<file path="config.mk">
export PLATFORM = sky130hd
export DESIGN_NAME = ole_cell
export DESIGN_NICKNAME = d
export VERILOG_FILES = /design/src/rtl/core/ole_pkg.sv /design/src/rtl/core/ole_cell.sv
export SDC_FILE = /design/constraint.sdc
export NUM_CORES = 1
export LEC_CHECK = 0
export BUFFER_PORTS_ARGS = -buffer_cell sky130_fd_sc_hd__clkbuf_2
export CAP_MARGIN = 15
export CORE_MARGIN = 2
export CORE_UTILIZATION = 30
export CTS_CLUSTER_SIZE = 25
export DETAILED_ROUTE_END_ITERATION = 8
export GPL_ROUTABILITY_DRIVEN = 0
export GPL_TIMING_DRIVEN = 0
export SLEW_MARGIN = 20
export SYNTH_ARGS = -nofsm -noshare
export SYNTH_HDL_FRONTEND = slang
export SYNTH_SLANG_ARGS = --single-unit
export TNS_END_PERCENT = 1
</file>
<file path="constraint.sdc">
create_clock -name i_clk -period 8.1 [get_ports i_clk]
set_input_delay 1.62 -clock i_clk [delete_from_list [all_inputs] [get_ports i_clk]]
set_output_delay 1.62 -clock i_clk [all_outputs]
set_load 0.05 [all_outputs]
</file>
<file path="src/rtl/core/ole_pkg.sv">
`default_nettype none

package ole_pkg;

    localparam int KEY_W      = 32;
    localparam int INDEX_W    = 5;
    localparam int COUNT_W    = 6;
    localparam int READ_LIMIT = 32;

    typedef logic [3:0]       t_cmd;
    typedef logic [1:0]       t_status;
    typedef logic [3:0]       t_cell_op;
    typedef logic [KEY_W-1:0] t_key;

    // Command codes.
    localparam t_cmd CMD_CLEAR      = 4'd0;
    localparam t_cmd CMD_SORTED_INS = 4'd1;
    localparam t_cmd CMD_INS_FRONT  = 4'd2;
    localparam t_cmd CMD_INS_BACK   = 4'd3;
    localparam t_cmd CMD_DEL_FRONT  = 4'd4;
    localparam t_cmd CMD_DEL_KEY    = 4'd5;
    localparam t_cmd CMD_DEL_BACK   = 4'd6;
    localparam t_cmd CMD_REVERSE    = 4'd7;
    localparam t_cmd CMD_READ_OUT   = 4'd8;

    // Result status codes.
    localparam t_status ST_DONE  = 2'd0;
    localparam t_status ST_EMPTY = 2'd1;
    localparam t_status ST_FULL  = 2'd2;
    localparam t_status ST_FEW   = 2'd3;

    // Operations broadcast to every cell of the chain.
    localparam t_cell_op CELL_HOLD     = 4'd0;
    localparam t_cell_op CELL_SORTED   = 4'd1;
    localparam t_cell_op CELL_FRONT    = 4'd2;
    localparam t_cell_op CELL_BACK     = 4'd3;
    localparam t_cell_op CELL_POP      = 4'd4;
    localparam t_cell_op CELL_DEL_KEY  = 4'd5;
    localparam t_cell_op CELL_REV_STEP = 4'd6;
    localparam t_cell_op CELL_REV_COPY = 4'd7;
    localparam t_cell_op CELL_ROTATE   = 4'd8;

endpackage

`default_nettype wire

</file>
<file path="src/rtl/core/ole_cell.sv">
`default_nettype none

module ole_cell
    import ole_pkg::*;
#(
    parameter int CW  = 6,
    parameter int IDX = 0
) (
    input  wire logic          i_clk,
    input  wire t_cell_op      i_op,
    input  wire t_key          i_key,
    input  wire t_key          i_head,
    input  wire logic [CW-1:0] i_count,
    input  wire t_key          i_left,
    input  wire t_key          i_right,
    input  wire t_key          i_aux_left,
    input  wire logic          i_seen,
    output t_key               o_value,
    output t_key               o_aux,
    output logic               o_seen
);

    localparam logic [CW-1:0] IDX_C  = CW'(IDX);
    localparam logic [CW-1:0] IDX_C1 = CW'(IDX + 1);

    t_key r_value, n_value;
    t_key r_aux, n_aux;
    logic valid, hit;

    // A cell holds a live element when its position lies below the count.
    assign valid = IDX_C < i_count;

    always_comb begin
        hit = 1'b0;
        if (valid) begin
            if (i_op == CELL_SORTED) begin
                hit = $signed(r_value) > $signed(i_key);
            end else if (i_op == CELL_DEL_KEY) begin
                hit = r_value == i_key;
            end
        end
    end

    // The seen flag ripples from the front: set once this cell or some earlier cell matched.
    assign o_seen = i_seen | hit;

    always_comb begin
        n_value = r_value;
        n_aux   = r_aux;
        unique case (i_op)
            CELL_SORTED: begin
                if (i_seen) begin
                    n_value = i_left;
                end else if (hit || IDX_C == i_count) begin
                    n_value = i_key;
                end
            end
            CELL_FRONT: n_value = i_left;
            CELL_BACK: begin
                if (IDX_C == i_count) begin
                    n_value = i_key;
                end
            end
            CELL_POP: n_value = i_right;
            CELL_DEL_KEY: begin
                if (i_seen || hit) begin
                    n_value = i_right;
                end
            end
            CELL_REV_STEP: begin
                n_value = i_right;
                n_aux   = i_aux_left;
            end
            CELL_REV_COPY: n_value = r_aux;
            CELL_ROTATE: begin
                n_value = (IDX_C1 == i_count) ? i_head : i_right;
            end
            default: begin
            end
        endcase
    end

    always_ff @(posedge i_clk) begin
        r_value <= n_value;
        r_aux   <= n_aux;
    end

    assign o_value = r_value;
    assign o_aux   = r_aux;

endmodule

`default_nettype wire

</file>
==> flow_summary.ini <==
[run_status]
outcome = completed

[critical_path]
critPathRequiredTime_ns = 6.48
timing.reg2reg.setup_slack_ns = 4.77
cp_cell_sequence = clkbuf_2 -> inv_1 -> ha_1 -> and4_1 -> nand2_1 -> nor3_1 -> a221oi_1 -> o21ai_0 -> xor2_1 -> o211ai_1 -> clkbuf_2
crit_arrival_ns = 4.11
reg2reg_to = o_value[16]
crit_type = in2out
crit_path_end_kind = primary output
cp-start-kind = input pin
r2r-start = o_value[10]
crit_path_frequent_cell = clkbuf_2
crit_path_max_fanout = 3
max_stage_delay_ns = 0.47
crit_slowest_cell = nor3_1
reg2regPathDepth = 9

[timing]
max_freq_mhz = 174
maxSlewHeadroom_pct = 43.2
finalMaxSlewViolations = 0
setup_tns_ns = 0
period_needed_ns = 5.73
hold_viol_final = 0
fin_worst_skew_ns = 0.00768
whs_ns = 0.762
fin_crit_sh_pct = 70.8
rsz0062_at_grt = false
finalSetupViolCount = 0
worstMarginPinSlew_ns = 0.852

[synthesis]
synth_edf_count = 64
synth_area_sq_um = 4680
synth-seq-cells = 64
netlist_instances = 463
synth_nets = 667
async_flop_share_pct = 0
synth_ff_type = edfxtp_1
synth.avg_cell_area_sq_um = 10.1
ys_warn_count = 0
synth_cell_type_count = 33
yosysSeqAreaShare_pct = 41.1

[route]
viasPerCell = 5.35
wl_microns = 17700
drc_errors = 0
vias = 4825
drt_pass1_iterations = 5
drtIter0Drc = 314
antenna_left = 0
routed_wire_length_per_instance_microns = 19.7

[run]
cap_violations = 0

[floorplanning]
die_y_microns = 129
io_pins = 237
initial_core_util_pct = 30.8
dieArea_sq_um = 16600
design.core.area_sq_um = 15200
die_w_microns = 129
row_count = 45

[final_layout]
mostFrequentLayoutCells = 234 x clkbuf_2, 64 x mux2i_1, 64 x a22oi_1, 64 x edfxtp_1, 46 x a21oi_1
area_growth_pct = 37.0
fin_nets = 914
regArea_sq_um = 1920
final.fill_count = 1534
diodes = 0
utilization_pct = 42.1
final_area_sq_um = 6410
drive_above_1_share_pct = 37.8
layout_commonest_cell = clkbuf_2
multi_input_area_sq_um = 2500

[power]
switching_share_pct = 34.2
cellPowerDensity_nw_per_um2 = 167
power_leakage_uw = 0.00313
pwr-share-comb_pct = 29.4
power.internal_uw = 705
p_sw_uw = 367
p_seq_share_pct = 38.3
max-vdd-ir-drop_v = 0.000114
clockPowerShare_pct = 32.3

[placement]
hpwlAfterDp_microns = 13800
portBuffers = 234
placed_cell_area_sq_um = 6150

[grt]
grt_pass1_wl_microns = 26500
overflow = 0
antenna_found_initial = 0
grt_max_degree = 22
grt_pass1_vias = 4967
grtUsageTotal_pct = 21.3

[cts]
cts_made_buffers = 9
cts.sinks = 64
cts-root-buf = clkbuf_16
post_cts_resized = 0
clk_latency_ns = 0.34
cts_tree = built
postCtsSetupRepairBufs = 0
clockBufferDepth = 2
hold_buffers = 0
cts.reportedPaths.clkPinSlew_ns = 0.05
htreeDepth = 3

[min_path]
hold_path_class = reg2reg
hp-start = o_aux[17]
hold-path-endpoint = o_value[17]
hold_depth = 4
==> how the worst max path moves through the flow <==
| stage | from | end | slack (ns) | cells past startpoint |
|---|---|---|---|---|
| 3_3_place_gp | i_key[5] | o_seen | 2.26 | 11 |
| 3_5_place_dp | i_key[5] | o_seen | 2.23 | 11 |
| 6_report | i_key[10] | o_seen | 2.37 | 11 |
| 5_1_grt | i_key[5] | o_seen | 2.16 | 11 |
| 4_1_cts | i_key[5] | o_seen | 2.22 | 11 |
| 2_1_floorplan | i_key[10] | o_seen | 2.71 | 9 |
==> power groups by stage <==
stage               combinational [uW]  clock [uW]  sequential [uW]
floorplan                          117           0              492
global placement                   304           0              418
detailed placement                 315           0              417
CTS                                317         359              411
global route                       343         371              413
finish                             315         347              411
==> Yosys cell counts, types with 2 or more instances <==
library cell	count	share of area, %
nand4_1	4	0.53
nor3_1	4	0.43
a21oi_1	46	4.9
nor4_2	2	0.53
inv_1	36	2.9
and4_1	2	0.37
nor2_1	37	3.0
nand3b_1	2	0.32
ha_1	32	8.6
a22oi_1	64	10
clkbuf_1	14	1.1
nand2_1	13	1.0
a221o_1	2	0.43
buf_2	16	1.7
mux2i_1	64	14
a21o_1	3	0.48
edfxtp_1	64	41
o21ai_0	6	0.64
o211ai_1	33	5.3
nand3_1	6	0.64
==> final cells by class <==
| type | count | area share, % |
|---|---|---|
| multi-input cells | 332 | 39.0 |
| flip-flops and latches | 64 | 30.0 |
| repair buffers | 236 | 19.1 |
| well taps | 188 | 3.67 |
| clock buffers | 9 | 3.51 |
| plain buffers | 31 | 2.13 |
| inverters | 36 | 2.11 |
| clock inverters | 6 | 0.430 |
==> per-layer routing <==
metal  up-vias  GRT usage [%]  wire (microns)
li1       2288              -               -
met1      2287           27.2            7650
met2       223           35.2            8670
met3        27           3.74            1020
met4         0           9.59             388
met5         -              0               0
==> critical path: cells and delay by family <==
family | cells | cell delay (ns)
adder cells (fa/ha/maj) | 1 | 0.30
AO/OA/AOI/OAI | 3 | 0.66
XOR/XNOR | 1 | 0.35
buffers and inverters | 3 | 0.44
AND/OR/NAND/NOR | 3 | 0.75
==> through the flow <==
step / power [uW] / setup slack, ns / cells
global route: 1130 / 2.16 / 902
CTS: 1090 / 2.22 / 902
global placement: 722 / 2.26 / 885
floorplan: 609 / 2.71 / 463
finish: 1070 / 2.37 / 902
detailed placement: 733 / 2.23 / 887
==> sequential cells by signal, indices dropped and copies added, names as in the netlist <==
| name | flops |
|---|---|
| o_value | 32 |
| o_aux | 32 |
==> cells by family (layout without fill, tap and decap cells) <==
kind of cell,Yosys count,in the layout,synth area share [%]
AOI/OAI and AO/OA,160,160,23.0
DFF,64,64,41.1
and+or+nand+nor,75,75,7.65
muxes,64,64,13.7
xor gates and xnor gates,1,1,0.187
buffers and inverters,67,318,5.80
adders and majority gates,32,32,8.56
Note: power is estimated with default switching activity, not from simulation.
